**config.mk**
```make
export PLATFORM = sky130hd
export DESIGN_NAME = mp22_cfg
export DESIGN_NICKNAME = d
export VERILOG_FILES = /design/src/mp22_pkg.sv /design/src/mp22_cfg.sv
export SDC_FILE = /design/constraint.sdc
export NUM_CORES = 1
export LEC_CHECK = 0
export BUFFER_PORTS_ARGS = -buffer_cell sky130_fd_sc_hd__buf_2
export CAP_MARGIN = 40
export CELL_PAD_IN_SITES_DETAIL_PLACEMENT = 1
export CELL_PAD_IN_SITES_GLOBAL_PLACEMENT = 1
export CORE_MARGIN = 10
export CORE_UTILIZATION = 32
export CTS_BUF_LIST = sky130_fd_sc_hd__clkbuf_8 sky130_fd_sc_hd__clkbuf_16
export DETAILED_ROUTE_END_ITERATION = 7
export PLACE_DENSITY = 0.85
export SYNTH_ARGS = -nofsm -noshare
export SYNTH_HDL_FRONTEND = slang
export SYNTH_SLANG_ARGS = --single-unit
```
**constraint.sdc**
```tcl
create_clock -name clk -period 1.7 [get_ports clk]
set_clock_uncertainty 0.15 [all_clocks]
set_input_delay 0.34 -clock clk [delete_from_list [all_inputs] [get_ports clk]]
set_output_delay 0.34 -clock clk [all_outputs]
set_load 0.01 [all_outputs]
```
**src/mp22_pkg.sv**
```systemverilog
// ----------------------------------------------------------------------------
// Max pool 2x2 stride 2: package
// Shared constants, register codes and types of the pooling block.
// ----------------------------------------------------------------------------
`default_nettype none

package mp22_pkg;

	// Defaults of the top-level parameters
	localparam int MAX_WIDTH_DEF   = 1024;
	localparam int SAMPLE_BITS_DEF = 16;

	// Register and counter widths
	localparam int REG_W        = 11;
	localparam int ROW_W        = 10;
	localparam int CHAN_W       = 10;
	localparam int MAX_HEIGHT   = 1024;
	localparam int MAX_CHANNELS = 1024;

	// APB port
	localparam int PADDR_W = 4;
	localparam int PDATA_W = 32;
	localparam int IDX_W   = PADDR_W - 2;

	// Register indexes (byte address divided by four)
	localparam logic [IDX_W-1:0] REG_FRAME_WIDTH   = IDX_W'(0);
	localparam logic [IDX_W-1:0] REG_FRAME_HEIGHT  = IDX_W'(1);
	localparam logic [IDX_W-1:0] REG_CHANNEL_COUNT = IDX_W'(2);

	// Reset values of the registers
	localparam logic [REG_W-1:0] FRAME_WIDTH_RST   = REG_W'(32);
	localparam logic [REG_W-1:0] FRAME_HEIGHT_RST  = REG_W'(32);
	localparam logic [REG_W-1:0] CHANNEL_COUNT_RST = REG_W'(1);

	// Tensor geometry as held by the register file
	typedef struct packed {
		logic [REG_W-1:0] frame_width;
		logic [REG_W-1:0] frame_height;
		logic [REG_W-1:0] channel_count;
	} cfg_t;

	// Position of the current sample within its window and tensor
	typedef struct packed {
		logic active;
		logic odd_col;
		logic odd_row;
		logic last;
	} pos_t;

endpackage

`default_nettype wire

```
**src/mp22_cfg.sv**
```systemverilog
// ----------------------------------------------------------------------------
// Max pool 2x2 stride 2: register file
// APB-style registers for width, height and channel count, clamped on write.
// ----------------------------------------------------------------------------
`default_nettype none

module mp22_cfg #(
	parameter int MAX_WIDTH = mp22_pkg::MAX_WIDTH_DEF
) (
	input  wire logic                         clk,
	input  wire logic                         arst_n,
	input  wire logic                         psel,
	input  wire logic                         penable,
	input  wire logic                         pwrite,
	input  wire logic [mp22_pkg::PADDR_W-1:0] paddr,
	input  wire logic [mp22_pkg::PDATA_W-1:0] pwdata,
	output      logic [mp22_pkg::PDATA_W-1:0] prdata,
	output      logic                         pready,
	output      mp22_pkg::cfg_t               cfg
);

	localparam int REG_W = mp22_pkg::REG_W;

	mp22_pkg::cfg_t                 cfg_q;
	logic                           wr_en;
	logic [mp22_pkg::IDX_W-1:0]     idx;
	logic [REG_W-1:0]               wr_val;
	logic [REG_W-1:0]               rd_val;

	// Limit a value to [lo, hi]
	function automatic logic [REG_W-1:0] clamp(input logic [REG_W-1:0] v,
			input int lo, input int hi);
		logic [REG_W-1:0] r;
		if (32'(v) < lo) begin
			r = REG_W'(lo);
		end else if (32'(v) > hi) begin
			r = REG_W'(hi);
		end else begin
			r = v;
		end
		return r;
	endfunction

	assign pready = 1'b1;
	assign wr_en  = psel && penable && pwrite;
	assign idx    = paddr[mp22_pkg::PADDR_W-1:2];
	assign wr_val = pwdata[REG_W-1:0];
	assign cfg    = cfg_q;

	// Take a register write at the access phase
	always_ff @(posedge clk or negedge arst_n) begin
		if (!arst_n) begin
			cfg_q.frame_width   <= mp22_pkg::FRAME_WIDTH_RST;
			cfg_q.frame_height  <= mp22_pkg::FRAME_HEIGHT_RST;
			cfg_q.channel_count <= mp22_pkg::CHANNEL_COUNT_RST;
		end else if (wr_en) begin
			unique case (idx)
				mp22_pkg::REG_FRAME_WIDTH: begin
					cfg_q.frame_width <= clamp(wr_val, 2, MAX_WIDTH);
				end
				mp22_pkg::REG_FRAME_HEIGHT: begin
					cfg_q.frame_height <= clamp(wr_val, 2, mp22_pkg::MAX_HEIGHT);
				end
				mp22_pkg::REG_CHANNEL_COUNT: begin
					cfg_q.channel_count <= clamp(wr_val, 1, mp22_pkg::MAX_CHANNELS);
				end
				default: begin
				end
			endcase
		end
	end

	// Return the addressed register, zero beyond the map
	always_comb begin
		unique case (idx)
			mp22_pkg::REG_FRAME_WIDTH:   rd_val = cfg_q.frame_width;
			mp22_pkg::REG_FRAME_HEIGHT:  rd_val = cfg_q.frame_height;
			mp22_pkg::REG_CHANNEL_COUNT: rd_val = cfg_q.channel_count;
			default:                     rd_val = '0;
		endcase
	end

	assign prdata = mp22_pkg::PDATA_W'(rd_val);

endmodule

`default_nettype wire

```
# Word level (Yosys, flattened, before mapping)
# Index checks and enable logic that the tools add are counted.
# word_totals
regBits	33
latchBits	0
ram_bits	0
rom_bits	0
in_bits	41
out_inout_bits	66
word_cells	18
memories	0
# op_classes
addsub	0
mul	0
n_div	0
n_lt_le_gt_ge	3
n_eq_ne	2
shifts	0
muxes	4
n_bitwise	0
n_reduce_logical	6
# op_table
cell	n
two-way mux 11 bit	3
one-hot mux 11 bit (3 select lines)	1
greater-than comparator 11 bit, second input constant	1
less-than comparator 11 x 1 -> 1 bit, second input constant	1
less-than comparator 11 x 2 -> 1 bit, second input constant	1
AND reduction 2 bit	3
== test 2 x 1 -> 1 bit, second input constant	1
== test 2 bit, second input constant	1
logical AND 1 bit	2
zero test 2 bit	1

# Logic depth before layout (Yosys ltp)
# logic_depth
depth_word	3
depth_mapped	5
ltp_nobuf	3

# Worst setup path before layout
# Ideal clock, no wire load.
# synth_timing
path_type	input port to output port
from	in paddr[2] (netlist name)
to	out prdata[0] (netlist name)
arrival_ns	1.121
required_ns	1.210
path_slack_ns	0.089
cell_stages	4
n_path_buf	2
path_cell_list	buf_2 buf_2 mux2i_1 o21ai_0
# synth_between
elab_chain_cells	2
word_cells_on_any_way	4
cone_classes	2 x eq/ne; 1 x mux; 1 x reduce/logical
# synth_lines
element	line_no	rtl
from (decl)	mp22_cfg.sv:15	input wire logic [mp22_pkg::PADDR_W-1:0] paddr,
== test 2 bit, or another cell as far along	mp22_cfg.sv:75	unique case (idx)
one-hot mux 11 bit (3 select lines) (*)	mp22_cfg.sv:75	
to (decl)	mp22_cfg.sv:17	output logic [mp22_pkg::PDATA_W-1:0] prdata,
# Every way passes the cells marked *; elsewhere a longest branch is shown, timed or not.

# Worst setup path after layout
# layout_timing
from	reg cfg_q, in the netlist cfg[16]
to	out prdata[5] (netlist name)
# layout_between
elab_chain_cells	1
# layout_lines
element	line_no	rtl
from (decl)	mp22_cfg.sv:24	mp22_pkg::cfg_t cfg_q;
one-hot mux 11 bit (3 select lines)	mp22_cfg.sv:75	
# Every way passes these cells.

==> run metrics <==
CTS tree=yes; setup slack at placement=about 0.0017 ns; number of global-route vias before repair=between 1,500 and 2,000; Top Family by Delay on Critical Path=flip-flops; DIE HEIGHT=~95 microns; I/O pin cnt=107; synthesized cell area=0.001813 sq mm; crit path DAT=between 1 and 1.5 ns; worst path bufs/invs=1; # diodes=0; Reg clk slew, reported paths=0.07 ns; Critical Path End Type=output port; Hold Fails Final Rpt=0; Net count, final=between 200 and 300; Critical Path Max Stage Delay=0.54 ns; worst hold-check path type=input pin to flip-flop; total gr overflow=0; Syn Inst Count=about 160; Initial Utilization=32.92%; FF-to-FF Start=cfg[16]$_DFFE_PN1P_; max FFs per register=33; layout cell share with drive strength beyond 1=52.54%; initial antenna violation count=0; WS Path Type=flip-flop to output port; CP max stage cell=dfstp_2; Yosys warnings=0; gr usage total=11.81%; Leakage Power=about 1.3 nW; GP Congestion=between 0.7 and 0.8; via count=about 1,400; r2r setup slk=slightly above 0.7 ns; Mean Syn Cell Area=11.47 sq um; Setup-failing EPs final=0; num rows=27; pin count of the biggest net entering global routing=34; Fmax achieved=around 0.6 GHz; critical path, cell by cell=mux2i_1, o21ai_1, buf_2; hold_ws=around 0.20 ns; RSZ-0062 raised after global routing=yes; DRT Pass-1 Iters=4; Worst-Skew Late Latency=0.28 ns; synthesis-stage register bit count=33; maxcap violations=0; antenna-violating nets left=0; hold path startpoint=pwdata[1]; core area=0.005507 sq mm; initial DRC count=40; R2R depth=2; hold path endpoint=cfg[1]$_DFFE_PN0P_; Tmin final=about 1.7 ns; Root Driver=clkbuf_8; die area=roughly 0.0091 sq mm; Worst VDD drop=~0.36 mV; # DRC=0; DP HPWL=about 4300 microns; period utilization=98.25%; vias per cell=roughly 4.5; Clock Sinks=33; outcome=complete, no violations; CP Data Required Time=1.21 ns; cell area power density=about 1000 mW/mm^2; first-pass GRT wire length=just over 8000 microns; worst setup path start=cfg[16]$_DFFE_PN1P_; max-slew violations=0; FF-to-FF End=cfg[16]$_DFFE_PN1P_; crit start category=flip-flop; Clock Path Buffers=2; Hold Path Depth=3; H-tree depth=2; PnR worst setup slack=slightly below 0.03 ns; worst-path maximum fanout=2; routed wire length=5392 microns; WL per Instance=between 15 and 20 microns; Overall Power=2.473 mW; DIE WIDTH=around 95 microns; Distinct cells, synth=29; Area Overhead vs Synth=30.50%; port buffer count=~60; CTS buffer count=5; register area share after synthesis=a little under half
[layer usage]
layer	vias to the layer above	global-route usage [%]	wire, microns	share of wire, %
met5	-	0	0	0
met4	0	2.618	46	0.85
met3	6	5.263	484	9.0
met2	43	21.08	2777	52
met1	694	12.52	2084	39
li1	655	-	-	-
[worst register-to-register path: cells and delay by family, from the launching register on]
kind     cells  cell delay (ns)
flops        1             0.54
buf+inv      1             0.11
mux          1             0.13
[final cells by class]
cell class                      count  area [sq um]
Fill cell                         640          3141
Multi-Input combinational cell    115         864.6
Sequential cell                    33         829.5
Timing Repair Buffer               79         461.7
Tap cell                           72         90.09
Clock buffer                        6         82.58
Clock inverter                      2         33.78
Inverter                            1         3.754
[repair_timing]
action                                 in CTS  in global routing
buffers inserted                            2                  0
setup endpoints to repair                   2                 11
hold buffers                                1                  0
gates resized for setup                     1                  5
pin swaps                                   1                  1
endpoints found under the hold margin      30                  0
[cell families after synthesis]
logic type | share of synthesized area, %
buffers and inverters | 11.39
other | 0.4142
flip-flops | 45.76
multiplexers | 25.95
AND/OR/NAND/NOR | 10.35
AO/OA/AOI/OAI | 6.143
[power by group]
| group | switching [mW] | internal (mW) |
|---|---|---|
| Combinational | 0.338 | 0.332 |
| Clock | 0.287 | 0.472 |
| Sequential | 0.109 | 0.934 |
| Total | 0.734 | 1.74 |
[synth_stat cells, drive strengths merged]
library cell | n | area, sq um
mux2i | 11 | 110.1
or2 | 1 | 6.260
o22ai | 1 | 6.260
clkbuf | 2 | 7.510
o21ai | 14 | 70.07
o2bb2ai | 1 | 8.760
mux2 | 29 | 360.4
nor2 | 2 | 10.01
nand3 | 1 | 10.01
or4b | 1 | 10.01
nor4 | 1 | 6.260
nor2b | 9 | 56.30
or3b | 1 | 11.26
a31oi | 3 | 18.77
nand2 | 11 | 41.29
nand2b | 3 | 18.77
conb | 2 | 7.510
or4 | 1 | 7.510
nor3 | 2 | 10.01
dfrtp | 30 | 750.7
dfstp | 3 | 78.83
inv | 1 | 3.750
buf | 27 | 195.2
o31ai | 1 | 7.510
[how the worst max path moves through the flow]
stage | slack [ns] | cells after the start | end
3_5_place_dp | 0.002 | 6 | prdata[2]
3_3_place_gp | 0.04 | 3 | cfg[17]$_DFFE_PN0P_
6_report | 0.03 | 3 | prdata[5]
2_1_floorplan | 0.09 | 4 | prdata[0]
5_1_grt | -0.06 | 3 | prdata[5]
4_1_cts | -0.004 | 3 | prdata[5]
[through the flow]
step	setup TNS [ns]	instance area, sq um	utilization [%]	cells
after floorplan	0	1888	-	178
after global placement	0	2211	40.15	297
after detailed placement	0	2211	40.15	297
after CTS	-0.004690	2352	42.72	308
after global routing	-0.09029	2366	42.97	308
final	0	2366	42.97	308
[layout by cell type (no fill, tap or decap), types with 3 or more instances in the layout]
| cell type | instances |
|---|---|
| buf_2 | 60 |
| o21ai_0 | 12 |
| mux2_4 | 9 |
| mux2_2 | 20 |
| dfstp_2 | 3 |
| mux2i_1 | 11 |
| nor2b_1 | 8 |
| nand2_1 | 11 |
| clkbuf_8 | 6 |
| dfrtp_1 | 30 |
| conb_1 | 22 |
| nand2b_1 | 3 |
| a31oi_1 | 3 |
| buf_4 | 15 |
Note: power is estimated with default switching activity, not from simulation.
