**src/mp22_pkg.sv**
```systemverilog
// ----------------------------------------------------------------------------
// Max pool 2x2 stride 2: package
// Shared constants, register codes and types of the pooling block.
// ----------------------------------------------------------------------------
`default_nettype none

package mp22_pkg;

	// Defaults of the top-level parameters
	localparam int MAX_WIDTH_DEF   = 1024;
	localparam int SAMPLE_BITS_DEF = 16;

	// Register and counter widths
	localparam int REG_W        = 11;
	localparam int ROW_W        = 10;
	localparam int CHAN_W       = 10;
	localparam int MAX_HEIGHT   = 1024;
	localparam int MAX_CHANNELS = 1024;

	// APB port
	localparam int PADDR_W = 4;
	localparam int PDATA_W = 32;
	localparam int IDX_W   = PADDR_W - 2;

	// Register indexes (byte address divided by four)
	localparam logic [IDX_W-1:0] REG_FRAME_WIDTH   = IDX_W'(0);
	localparam logic [IDX_W-1:0] REG_FRAME_HEIGHT  = IDX_W'(1);
	localparam logic [IDX_W-1:0] REG_CHANNEL_COUNT = IDX_W'(2);

	// Reset values of the registers
	localparam logic [REG_W-1:0] FRAME_WIDTH_RST   = REG_W'(32);
	localparam logic [REG_W-1:0] FRAME_HEIGHT_RST  = REG_W'(32);
	localparam logic [REG_W-1:0] CHANNEL_COUNT_RST = REG_W'(1);

	// Tensor geometry as held by the register file
	typedef struct packed {
		logic [REG_W-1:0] frame_width;
		logic [REG_W-1:0] frame_height;
		logic [REG_W-1:0] channel_count;
	} cfg_t;

	// Position of the current sample within its window and tensor
	typedef struct packed {
		logic active;
		logic odd_col;
		logic odd_row;
		logic last;
	} pos_t;

endpackage

`default_nettype wire

```
**src/mp22_walk.sv**
```systemverilog
// ----------------------------------------------------------------------------
// Max pool 2x2 stride 2: raster walker
// Column, row and channel counters; flags the window role of each sample.
// ----------------------------------------------------------------------------
`default_nettype none

module mp22_walk #(
	parameter int MAX_WIDTH = mp22_pkg::MAX_WIDTH_DEF
) (
	input  wire logic                                clk,
	input  wire logic                                arst_n,
	input  wire mp22_pkg::cfg_t                      cfg,
	input  wire logic                                step,
	output      mp22_pkg::pos_t                      pos,
	output      logic [$clog2(MAX_WIDTH / 2)-1:0]    slot
);

	localparam int REG_W  = mp22_pkg::REG_W;
	localparam int ROW_W  = mp22_pkg::ROW_W;
	localparam int CHAN_W = mp22_pkg::CHAN_W;
	localparam int CW     = $clog2(MAX_WIDTH);
	localparam int SLOT_W = $clog2(MAX_WIDTH / 2);
	localparam int CMP_W  = ((CW > REG_W) ? CW : REG_W) + 1;
	localparam int RW1    = REG_W + 1;

	logic [CW-1:0]     col_q;
	logic [ROW_W-1:0]  row_q;
	logic [CHAN_W-1:0] chan_q;
	logic [CMP_W-1:0]  col_inc;
	logic [CMP_W-1:0]  used_w;
	logic [RW1-1:0]    row_inc;
	logic [RW1-1:0]    chan_inc;
	logic [RW1-1:0]    used_h;

	// Next counts and the even part of the geometry
	assign col_inc  = CMP_W'(col_q) + CMP_W'(1);
	assign row_inc  = RW1'(row_q) + RW1'(1);
	assign chan_inc = RW1'(chan_q) + RW1'(1);
	assign used_w   = CMP_W'({cfg.frame_width[REG_W-1:1], 1'b0});
	assign used_h   = RW1'({cfg.frame_height[REG_W-1:1], 1'b0});

	// Role of the current sample in its window
	assign pos.active  = (CMP_W'(col_q) < used_w) && (RW1'(row_q) < used_h);
	assign pos.odd_col = col_q[0];
	assign pos.odd_row = row_q[0];
	assign pos.last    = (chan_inc >= RW1'(cfg.channel_count)) &&
	                     (row_inc == used_h) && (col_inc == used_w);
	assign slot        = col_q[SLOT_W:1];

	// Advance the raster position on each transfer
	always_ff @(posedge clk or negedge arst_n) begin
		if (!arst_n) begin
			col_q  <= '0;
			row_q  <= '0;
			chan_q <= '0;
		end else if (step) begin
			if (col_inc >= CMP_W'(cfg.frame_width)) begin
				col_q <= '0;
				if (row_inc >= RW1'(cfg.frame_height)) begin
					row_q <= '0;
					if (chan_inc >= RW1'(cfg.channel_count)) begin
						chan_q <= '0;
					end else begin
						chan_q <= chan_inc[CHAN_W-1:0];
					end
				end else begin
					row_q <= row_inc[ROW_W-1:0];
				end
			end else begin
				col_q <= col_inc[CW-1:0];
			end
		end
	end

endmodule

`default_nettype wire

```
**config.mk**
```make
export PLATFORM = sky130hd
export DESIGN_NAME = mp22_walk
export DESIGN_NICKNAME = d
export VERILOG_FILES = /design/src/mp22_pkg.sv /design/src/mp22_walk.sv
export SDC_FILE = /design/constraint.sdc
export NUM_CORES = 1
export LEC_CHECK = 0
export ABC_AREA = 1
export BUFFER_PORTS_ARGS = -buffer_cell sky130_fd_sc_hd__buf_2
export CORE_MARGIN = 5
export CORE_UTILIZATION = 45
export CTS_BUF_LIST = sky130_fd_sc_hd__clkbuf_4 sky130_fd_sc_hd__clkbuf_8
export DETAILED_ROUTE_END_ITERATION = 6
export GPL_TIMING_DRIVEN = 0
export PLACE_DENSITY_LB_ADDON = 0.08
export SLEW_MARGIN = 5
export SYNTH_ARGS = -nofsm -noshare
export SYNTH_HDL_FRONTEND = slang
export SYNTH_SLANG_ARGS = --single-unit
```
**constraint.sdc**
```tcl
create_clock -name clk -period 3.01 [get_ports clk]
set_input_delay 0.301 -clock clk [delete_from_list [all_inputs] [get_ports clk]]
set_output_delay 0.301 -clock clk [all_outputs]
set_load 0.02 [all_outputs]
```
Yosys cells after proc, flatten, opt, wreduce, memory -nomap -nowiden --
Cells that the tools add are included.
Storage, ports and cells: bits in registers 30, word-level logic and storage cells 21, output and inout bits 13
Cells by class: reductions and logical operators 5, equal/unequal tests 2, multiplexer cells 3, order comparisons 5, $add $sub $neg 3
Operators with widths (count):
- $add 10x1->11 const B | 3
- $ge 11x11->1 | 3
- $mux 10 | 3
- $eq 11x11->1 | 2
- $lt 10x11->1 | 2
- $logic_and 1x1->1 | 3
- $reduce_and 3->1 | 1
- $reduce_and 2->1 | 1

Depth between registers and ports, before layout --
Gate-level depths: netlist of run 1.
depth after elaboration 4, gate-level depth with buffers 21, mapped depth without buffers 20

Least setup slack after synthesis of run 1 --
OpenSTA, ideal clock, no wires.
path kind reg-to-output, start register chan_q[0], end output port pos[0] in the netlist's numbering, stages on the path, launching flop included 16, slack 0.208 ns, arrival time 2.501 ns, required time 2.709 ns, cell sequence dfrtp_1 > ha_1 > nand3_1 > nor2_1 > a21o_1 > nand2_1 > inv_1 > ha_1 > nand2_1 > nor2_1 > nand2_1 > nor2_1 > nor2_1 > nand2_1 > buf_4 > nor3b_1
RTL lines:
- start, declared | line mp22_walk.sv:28 | logic [CHAN_W-1:0] chan_q;
- start signal, assigned | line mp22_walk.sv:64 | chan_q <= chan_inc[CHAN_W-1:0];
- end, declared | line mp22_walk.sv:14 | output mp22_pkg::pos_t pos,

==> results of run 1 <==
==> how the worst min path moves through the flow <==
stage           endpoint  slack (ns)  depth (start not counted)
2_1_floorplan  chan_q[0]       0.005                          0
3_3_place_gp    row_q[5]        0.40                          1
3_5_place_dp    row_q[5]        0.40                          1
4_1_cts         col_q[9]        0.09                          1
5_1_grt         col_q[8]        0.13                          1
6_report        col_q[9]        0.06                          1
==> sequential cells by signal, summed over array words and instances, names as in the netlist <==
name and flops:
chan_q 10, row_q 10, col_q 10
==> stage by stage <==
step	TNS, ns	hold WS [ns]
2_1_floorplan	0	0.00541
3_3_place_gp	-0.0923	0.400
3_5_place_dp	-0.0996	0.401
4_1_cts	0	0.0896
5_1_grt	-0.0516	0.134
6_report	0	0.0609
==> what timing repair did <==
| action | 4_1_cts | 5_1_grt |
|---|---|---|
| setup buffers | 5 | 9 |
| gates resized for setup | 8 | 38 |
| setup endpoints to repair | 1 | 4 |
| pin swaps | 0 | 20 |
==> kinds of logic after synthesis <==
logic type,Yosys count
simple gates,254
buf+inv,95
fa+ha+maj,52
compound gates,47
flops,30
xor+xnor,9
mux,1
==> power groups by stage <==
stage | Clock (mW) | Combinational [mW] | Sequential (mW)
floorplan | 0 | 0.498 | 0.591
global placement | 0 | 0.725 | 0.564
detailed placement | 0 | 0.740 | 0.565
CTS | 0.432 | 0.753 | 0.555
global route | 0.450 | 0.889 | 0.574
finish | 0.420 | 0.767 | 0.561
==> cell type report <==
class / instances / area (um^2)
flip-flops and latches: 30 / 762
repair buffers: 62 / 355
clock inverters: 1 / 30.0
plain buffers: 6 / 56.3
well taps: 99 / 124
inverters: 89 / 337
fillers: 728 / 3160
multi-input cells: 363 / 2310
clock buffers: 6 / 82.6
==> per-layer routing <==
layer / vias up / global-route usage, % / wire [um]
met5: - / 0 / 0
met1: 1408 / 24.8 / 3860
li1: 1684 / - / -
met2: 58 / 31.2 / 3710
met3: 12 / 2.03 / 276
met4: 0 / 5.45 / 109
==> cell usage in the layout, fill, tap and decap left out, types with 5 or more instances in the layout <==
master      n
buf_6       6
clkbuf_8    6
nand4_1     5
nor2_1     43
nor2_2     13
ha_1       48
buf_4      14
dfrtp_1    21
nand2_1   131
dfrtp_2     9
o21ai_0    10
nand3_1    31
inv_1      81
nand2_2     9
xor2_1      8
buf_2      47
inv_2       6
a21oi_1    15
==> flow_summary.json, run 1 <==
{
  "status": "finished clean",
  "dieArea_mm2": 0.00917,
  "final_cell_area_mm2": 0.00405,
  "rsz0062_at_grt": "yes",
  "yosysMostFrequentCell": "nand2_1",
  "rr_startpoint": "col_q[0]",
  "end_kind": "output pin",
  "cts-root-buf": "clkbuf_8",
  "place_hpwl_um": 6230,
  "grt_pass1_wl_um": 13400,
  "yosysWarnings": 0,
  "cellLeakagePower_nw": 2.35,
  "grt_usage_pct": 18.5,
  "min_period_ns": 2.93,
  "rrSetupSlack_ns": 0.19,
  "yosys.area_share.simple_pct": 34.7,
  "clkTransAtPathRegs_ns": 0.07,
  "die_w_um": 95.8,
  "worstPathRequired_ns": 2.71,
  "syn_to_final_growth_pct": 22.5,
  "port-buffer-count": 48,
  "core.rowCount": 31,
  "overflow": 0,
  "yosysSeqAreaShare_pct": 22.7,
  "crit_family": "simple AND/OR/NAND/NOR gates",
  "core_mm2": 0.00721,
  "final_max_slew_viol_count": 0,
  "synth_compound_area_share_pct": 8.58,
  "endpoint": "pos[0]",
  "synthCells": 488,
  "synth-seq-cells": 30,
  "layout-drive-gt1-share_pct": 24.8,
  "total_power_mw": 1.75,
  "reg2regPathDepth": 18,
  "worst-path-buf-inv": 3,
  "hold_viol_final": 0,
  "numClockSinks": 30,
  "yosys.area.top_type": "dfrtp_1",
  "min_path_type": "input port to async pin",
  "criticalPathCategory": "register to output pin",
  "dp_worst_setup_slack_ns": -0.0996,
  "ant_nets": 0,
  "finish.utilization_pct": 56.2,
  "dp.cells": 635,
  "worst_slack_ns": 0.0827,
  "post_drt_wl_per_cell_um": 12.1,
  "grt_pass1_vias": 3041,
  "synthXorXnorAreaFrac_pct": 2.38,
  "slowest_stage": "dfrtp_2",
  "grt_antenna_before_repair": 0,
  "synthAdderAreaFrac_pct": 19.7,
  "cts_hold_buf": 0,
  "path_max_fanout": 4,
  "clock_latency_ns": 0.29,
  "powerDensity_mw_per_mm2": 431,
  "setup_viol": 0,
  "worstMarginPinSlew_ns": 0.709,
  "startpoint_type": "register",
  "pwr-share-comb_pct": 43.9,
  "grt_max_degree": 31,
  "netlist_area_mm2": 0.00331,
  "htreeDepth": 2,
  "max_freq_ghz": 0.342,
  "crit_cells": 13,
  "async_reset_ff_share_pct": 100,
  "path_cells": "ha_1, nand2_1, inv_2, nand2_1, or3_1, nand2_1, inv_1, ha_1, nand2_1, nor2_4, nand3_2, nor3b_4, buf_6",
  "finalWeightedCongestion": 0.863,
  "p_sw_mw": 0.712,
  "synth_top_family_by_area": "simple AND/OR/NAND/NOR gates",
  "switching_share_pct": 40.7,
  "clock_power_share_pct": 24.0,
  "vias": 3162,
  "synth_fp_nets": 576,
  "avgSynthCellArea_um2": 6.78,
  "placed_cell_area_mm2": 0.00367,
  "cts_buffers": 5,
  "p_int_mw": 1.04,
  "initial_core_util_pct": 45.9,
  "n_antenna_cell": 0,
  "synthTopCellsByArea": "dfrtp_1 (23%), ha_1 (20%), nand2_1 (15%)",
  "die_y_um": 95.8,
  "cts_tree": "yes",
  "via_per_inst": 4.82,
  "synth_top_cells_by_count": "nand2_1 (136), inv_1 (86), ha_1 (52)",
  "fin_crit_sh_pct": 97.3,
  "finalWirelength_um": 7960,
  "cp-startpoint": "col_q[0]",
  "pin_count": 49,
  "cpPeakStageDelay_ns": 0.41,
  "route.detailed.drc": 0,
  "dr.pass1.iters": 5,
  "nNetsFinal": 645,
  "path_common_cell": "nand2_1",
  "critPathArrivalTime_ns": 2.63,
  "muxShareOfSynthArea_pct": 0.302,
  "fin_skew_ns": 0.0113,
  "maxCapViolations": 0,
  "r2r_end": "chan_q[8]",
  "synth_edf_count": 0,
  "dominantRegCellSynth": "dfrtp_1",
  "slew_headroom_pct": 52.7,
  "ys_types": 41,
  "clockBufferDepth": 2,
  "finalNonFillerCells": 656,
  "ir_drop_v": 0.000318,
  "drtIter0Drc": 118,
  "yosysTopAreaCellShare_pct": 22.7,
  "seqPwrFrac_pct": 32.1
}
Power figures use the tool's default switching activity.
==> inputs of run 2 (changes only) <==
--- a/config.mk
+++ b/config.mk
@@ -7,6 +7,7 @@
 export LEC_CHECK = 0
 export ABC_AREA = 1
 export BUFFER_PORTS_ARGS = -buffer_cell sky130_fd_sc_hd__buf_2
+export CAP_MARGIN = 10
 export CORE_MARGIN = 5
 export CORE_UTILIZATION = 45
 export CTS_BUF_LIST = sky130_fd_sc_hd__clkbuf_4 sky130_fd_sc_hd__clkbuf_8
==> constraint.sdc (replaced) <==
create_clock -name clk -period 3.01 [get_ports clk]
set_input_delay 0.602 -clock clk [delete_from_list [all_inputs] [get_ports clk]]
set_output_delay 0.602 -clock clk [all_outputs]
set_load 0.02 [all_outputs]
==> flow_summary.json, run 2 (synthesis results as in run 1) <==
{
  "dp_worst_setup_slack_ns": -0.238,
  "rr_startpoint": "col_q[0]",
  "worstMarginPinSlew_ns": 0.688,
  "biggestRegsByFlops": "chan_q: 10 flops, col_q: 10 flops, row_q: 10 flops",
  "clock_power_share_pct": 19.5,
  "pin_count": 49,
  "route.detailed.drc": 0,
  "via_per_inst": 4.88,
  "grt_pass1_vias": 3109,
  "post_drt_wl_per_cell_um": 12.5,
  "path_cells": "buf_6, nand3_4, nor3_4, nand2_2, nand2_1, and2_4, inv_1, ha_4, nand2_2, nor2_4, nand3_2, nor3b_2, buf_4",
  "critPathArrivalTime_ns": 2.47,
  "min_path_type": "input port to async pin",
  "grt_max_degree": 31,
  "n_antenna_cell": 0,
  "place_hpwl_um": 6220,
  "die_y_um": 95.8,
  "status": "complete, but fails checks",
  "finish.utilization_pct": 60.1,
  "end_kind": "output pin",
  "port-buffer-count": 48,
  "die_w_um": 95.8,
  "final_cell_area_mm2": 0.00434,
  "ant_nets": 0,
  "slowest_stage": "dfrtp_2",
  "ir_drop_v": 0.000358,
  "cts-root-buf": "clkbuf_8",
  "cpPeakStageDelay_ns": 0.43,
  "seqPwrFrac_pct": 31.8,
  "crit_family": "simple AND/OR/NAND/NOR gates",
  "path_common_cell": "nand2_2",
  "clock_latency_ns": 0.29,
  "cts_tree": "yes",
  "finalWirelength_um": 8370,
  "p_int_mw": 1.05,
  "violations": "negative setup slack",
  "mostFrequentLayoutCells": "nand2_1 (119), inv_1 (82), buf_2 (47)",
  "finalWeightedCongestion": 0.908,
  "final_common_cell": "nand2_1",
  "vias": 3272,
  "pwr-share-comb_pct": 48.7,
  "drtIter0Drc": 136,
  "powerDensity_mw_per_mm2": 422,
  "max_freq_ghz": 0.326,
  "cellLeakagePower_nw": 2.40,
  "syn_to_final_growth_pct": 31.1,
  "setup_viol": 1,
  "cts_buffers": 5,
  "numClockSinks": 30,
  "grt_usage_pct": 18.7,
  "final_max_slew_viol_count": 0,
  "overflow": 0,
  "p_sw_mw": 0.783,
  "switching_share_pct": 42.7,
  "worst_slack_ns": -0.0605,
  "dieArea_mm2": 0.00917,
  "fin_crit_sh_pct": 102,
  "cp-startpoint": "col_q[0]",
  "path_max_fanout": 5,
  "min_period_ns": 3.07,
  "grt_pass1_wl_um": 13500,
  "clkTransAtPathRegs_ns": 0.07,
  "layout-drive-gt1-share_pct": 32.3,
  "core.rowCount": 31,
  "placed_cell_area_mm2": 0.00368,
  "worst-path-buf-inv": 3,
  "core_mm2": 0.00721,
  "dr.pass1.iters": 4,
  "fin_skew_ns": 0.00730,
  "slew_headroom_pct": 54.1,
  "criticalPathCategory": "register to output pin",
  "grt_antenna_before_repair": 0,
  "htreeDepth": 2,
  "maxCapViolations": 0,
  "hold_viol_final": 0,
  "nNetsFinal": 659,
  "startpoint_type": "register",
  "holdWs_ns": 0.348,
  "clockBufferDepth": 2,
  "rsz0062_at_grt": "yes",
  "worstPathRequired_ns": 2.41,
  "initial_core_util_pct": 45.9
}
run 2: changes by cell type in the layout (fill, tap and decap cells not counted), sizes merged:
| cell | delta |
|---|---|
| buf | +14 |
| bufinv | -1 |
| clkbuf | +1 |
| clkinv | +1 |
run 2: metal layers:
layer / share of wire, % / GRT usage, % / up-vias / wire, um
li1: - / - / 1710 / -
met1: 44 / 23.6 / 1488 / 3660
met2: 50 / 32.2 / 59 / 4190
met3: 3.8 / 3.13 / 15 / 318
met4: 2.3 / 6.64 / 0 / 193
met5: 0 / 0 / - / 0
run 2: final timing paths:
check / end / slack, ns / depth (start not counted)
min in group clk: chan_q[9] / 0.51 / 2
max reg2reg: chan_q[7] / 0.24 / 19
min: row_q[9] / 0.35 / 1
min reg2reg: chan_q[9] / 0.51 / 2
max: pos[0] / -0.06 / 13
max in group asynchronous: col_q[4] / 2.17 / 1
run 2: area by class of cell:
class / count / area (um^2)
Inverter: 89 / 334
Sequential cell: 30 / 767
Timing Repair Buffer: 77 / 468
Tap cell: 99 / 124
Clock buffer: 7 / 90.1
Buffer: 5 / 45.0
Fill cell: 689 / 2880
Clock inverter: 1 / 5.00
Multi-Input combinational cell: 363 / 2510
run 2: metrics by stage:
stage / TNS, ns / cells / power, mW
4_1_cts: -0.0589 / 663 / 1.75
5_1_grt: -0.243 / 671 / 1.98
6_report: -0.0605 / 671 / 1.83
3_5_place_dp: -0.238 / 635 / 1.31
2_1_floorplan: 0 / 488 / 1.09
3_3_place_gp: -0.217 / 635 / 1.29
run 2: what timing repair did:
item                       4_1_cts  5_1_grt
gates resized for setup         44       39
cloned                           0        0
pin swaps                       19       23
setup endpoints to repair        1        2
hold buffers                     0        0
buffers inserted                20        9
run 2: power groups by stage:
| stage | Sequential [mW] | Combinational, mW | Clock, mW |
|---|---|---|---|
| 3_5_place_dp | 0.572 | 0.734 | 0 |
| 6_report | 0.582 | 0.892 | 0.358 |
| 4_1_cts | 0.569 | 0.818 | 0.364 |
| 5_1_grt | 0.594 | 1.01 | 0.377 |
| 3_3_place_gp | 0.571 | 0.719 | 0 |
| 2_1_floorplan | 0.591 | 0.498 | 0 |
run 2: worst register-to-register path: stages (launching register included):
cell and delay, ns:
dfrtp_2 0.43, buf_6 0.12, nand3_4 0.08, nor3_4 0.31
nand2_2 0.12, buf_6 0.13, nor2_2 0.07, nand2_1 0.06
nand2_2 0.09, ha_4 0.21, nand2_4 0.08, nor2_4 0.05
buf_4 0.14, nand2_1 0.13, nand3_1 0.14, nor2_4 0.18
nor2_8 0.06, buf_6 0.15, nand3_1 0.06, nand2_1 0.05
==> inputs of run 3 (changes only) <==
--- a/config.mk
+++ b/config.mk
@@ -9,11 +9,12 @@
 export BUFFER_PORTS_ARGS = -buffer_cell sky130_fd_sc_hd__buf_2
 export CAP_MARGIN = 10
 export CORE_MARGIN = 5
-export CORE_UTILIZATION = 45
+export CORE_UTILIZATION = 42
 export CTS_BUF_LIST = sky130_fd_sc_hd__clkbuf_4 sky130_fd_sc_hd__clkbuf_8
 export DETAILED_ROUTE_END_ITERATION = 6
 export GPL_TIMING_DRIVEN = 0
 export PLACE_DENSITY_LB_ADDON = 0.08
+export SKIP_CTS_REPAIR_TIMING = 1
 export SLEW_MARGIN = 5
 export SYNTH_ARGS = -nofsm -noshare
 export SYNTH_HDL_FRONTEND = slang
==> flow_summary.json, run 3 (synthesis results as in run 1) <==
{
  "pin_count": 49,
  "core_mm2": 0.00769,
  "final_cell_area_mm2": 0.00417,
  "ir_drop_v": 0.000346,
  "path_max_fanout": 8,
  "slowest_stage": "dfrtp_2",
  "grt_max_degree": 31,
  "clkTransAtPathRegs_ns": 0.07,
  "route.met2.wl_um": 3970,
  "maxCapViolations": 0,
  "wl_met3_um": 272,
  "ant_nets": 0,
  "grt_pass1_wl_um": 12900,
  "slew_headroom_pct": 52.3,
  "crit_family": "simple AND/OR/NAND/NOR gates",
  "vias": 3169,
  "via_per_inst": 4.79,
  "place_hpwl_um": 6290,
  "dp_worst_setup_slack_ns": -0.262,
  "fin_skew_ns": 0.00410,
  "cts_tree": "yes",
  "n_fill_cell": 802,
  "biggestRegsByFlops": "chan_q: 10 flops, col_q: 10 flops, row_q: 10 flops",
  "highest_layer": "met4",
  "placed_cell_area_mm2": 0.00368,
  "worstMarginPinSlew_ns": 0.716,
  "port-buffer-count": 48,
  "final_max_slew_viol_count": 0,
  "fin_crit_sh_pct": 104,
  "path_cells": "ha_4, nand3_4, nor2_4, a21o_1, nand2_2, inv_2, ha_4, a21oi_1, nand2_2, nand2_1, nand2_1, inv_1, nand2_2, buf_6, nor3b_2, buf_4",
  "worst_slack_ns": -0.113,
  "cts_buffers": 5,
  "min_period_ns": 3.12,
  "grt_antenna_before_repair": 0,
  "dr.pass1.iters": 4,
  "multi_input_area_mm2": 0.00241,
  "violations": "negative setup slack",
  "grt_pass1_vias": 3023,
  "dieArea_mm2": 0.00975,
  "cpPeakStageDelay_ns": 0.47,
  "m1WireLength_um": 3590,
  "initial_core_util_pct": 43.1,
  "clockBufferDepth": 2,
  "worst-path-buf-inv": 4,
  "overflow": 0,
  "nNetsFinal": 647,
  "final_common_cell": "nand2_1",
  "min_path_type": "input port to async pin",
  "clock_latency_ns": 0.29,
  "mostFrequentLayoutCells": "nand2_1 (122), inv_1 (81), buf_2 (47)",
  "route.detailed.drc": 0,
  "setup_tns_ns": -0.113,
  "drtIter0Drc": 95,
  "ff_latch_area_um2": 763,
  "hold_viol_final": 0,
  "finalWirelength_um": 7950,
  "criticalPathCategory": "register to output pin",
  "finalWeightedCongestion": 0.863,
  "worstPathRequired_ns": 2.41,
  "max_freq_ghz": 0.320,
  "post_drt_wl_per_cell_um": 12.0,
  "startpoint_type": "register",
  "numClockSinks": 30,
  "n_antenna_cell": 0,
  "dp.cells": 638,
  "cts-root-buf": "clkbuf_8",
  "finish.utilization_pct": 54.2,
  "die_y_um": 98.8,
  "rsz0062_at_grt": "yes",
  "powerDensity_mw_per_mm2": 437,
  "grt_usage_pct": 15.9,
  "layout-drive-gt1-share_pct": 28.0,
  "holdWs_ns": 0.358,
  "syn_to_final_growth_pct": 25.9,
  "htreeDepth": 2,
  "cellLeakagePower_nw": 2.36,
  "total_power_mw": 1.82,
  "critPathArrivalTime_ns": 2.52,
  "end_kind": "output pin",
  "setup_viol": 1,
  "die_w_um": 98.8,
  "path_common_cell": "nand2_2",
  "core.rowCount": 32,
  "status": "complete, but fails checks",
  "finalNonFillerCells": 662
}
[run 3: final timing paths]
kind | start | end | slack, ns | depth (start not counted)
setup / recovery | chan_q[0] | pos[0] | -0.11 | 16
hold / removal | arst_n | row_q[9] | 0.36 | 1
setup reg to reg | col_q[0] | chan_q[3] | 0.17 | 20
hold reg to reg | chan_q[9] | chan_q[9] | 0.55 | 2
max in group asynchronous | arst_n | col_q[4] | 2.14 | 1
min in group clk | chan_q[9] | chan_q[9] | 0.55 | 2
[run 3: routing by layer]
| metal | vias up | global-route usage [%] |
|---|---|---|
| met5 | - | 0 |
| met1 | 1427 | 19.3 |
| met4 | 0 | 4.73 |
| met3 | 14 | 3.04 |
| li1 | 1682 | - |
| met2 | 46 | 28.4 |
[run 3: area by class of cell]
| class | count | share of cell area (%) |
|---|---|---|
| well taps | 102 | 3.06 |
| flip-flops and latches | 30 | 18.3 |
| repair buffers | 64 | 8.71 |
| clock inverters | 3 | 1.08 |
| clock buffers | 5 | 1.65 |
| inverters | 89 | 8.02 |
| plain buffers | 6 | 1.35 |
| multi-input cells | 363 | 57.8 |
[run 3: worst register-to-register path: cells and delay by family, from the launching register on]
family / cells / cell delay [ns]
fa+ha+maj: 2 / 0.46
buf+inv: 5 / 0.50
flops: 1 / 0.42
simple gates: 13 / 1.38
[run 3: power breakdown]
| part | leakage (nW) | switching [mW] | internal, mW | total, mW |
|---|---|---|---|---|
| Sequential | 0.392 | 0.103 | 0.466 | 0.569 |
| Combinational | 1.91 | 0.484 | 0.345 | 0.829 |
| Clock | 0.0504 | 0.176 | 0.246 | 0.422 |
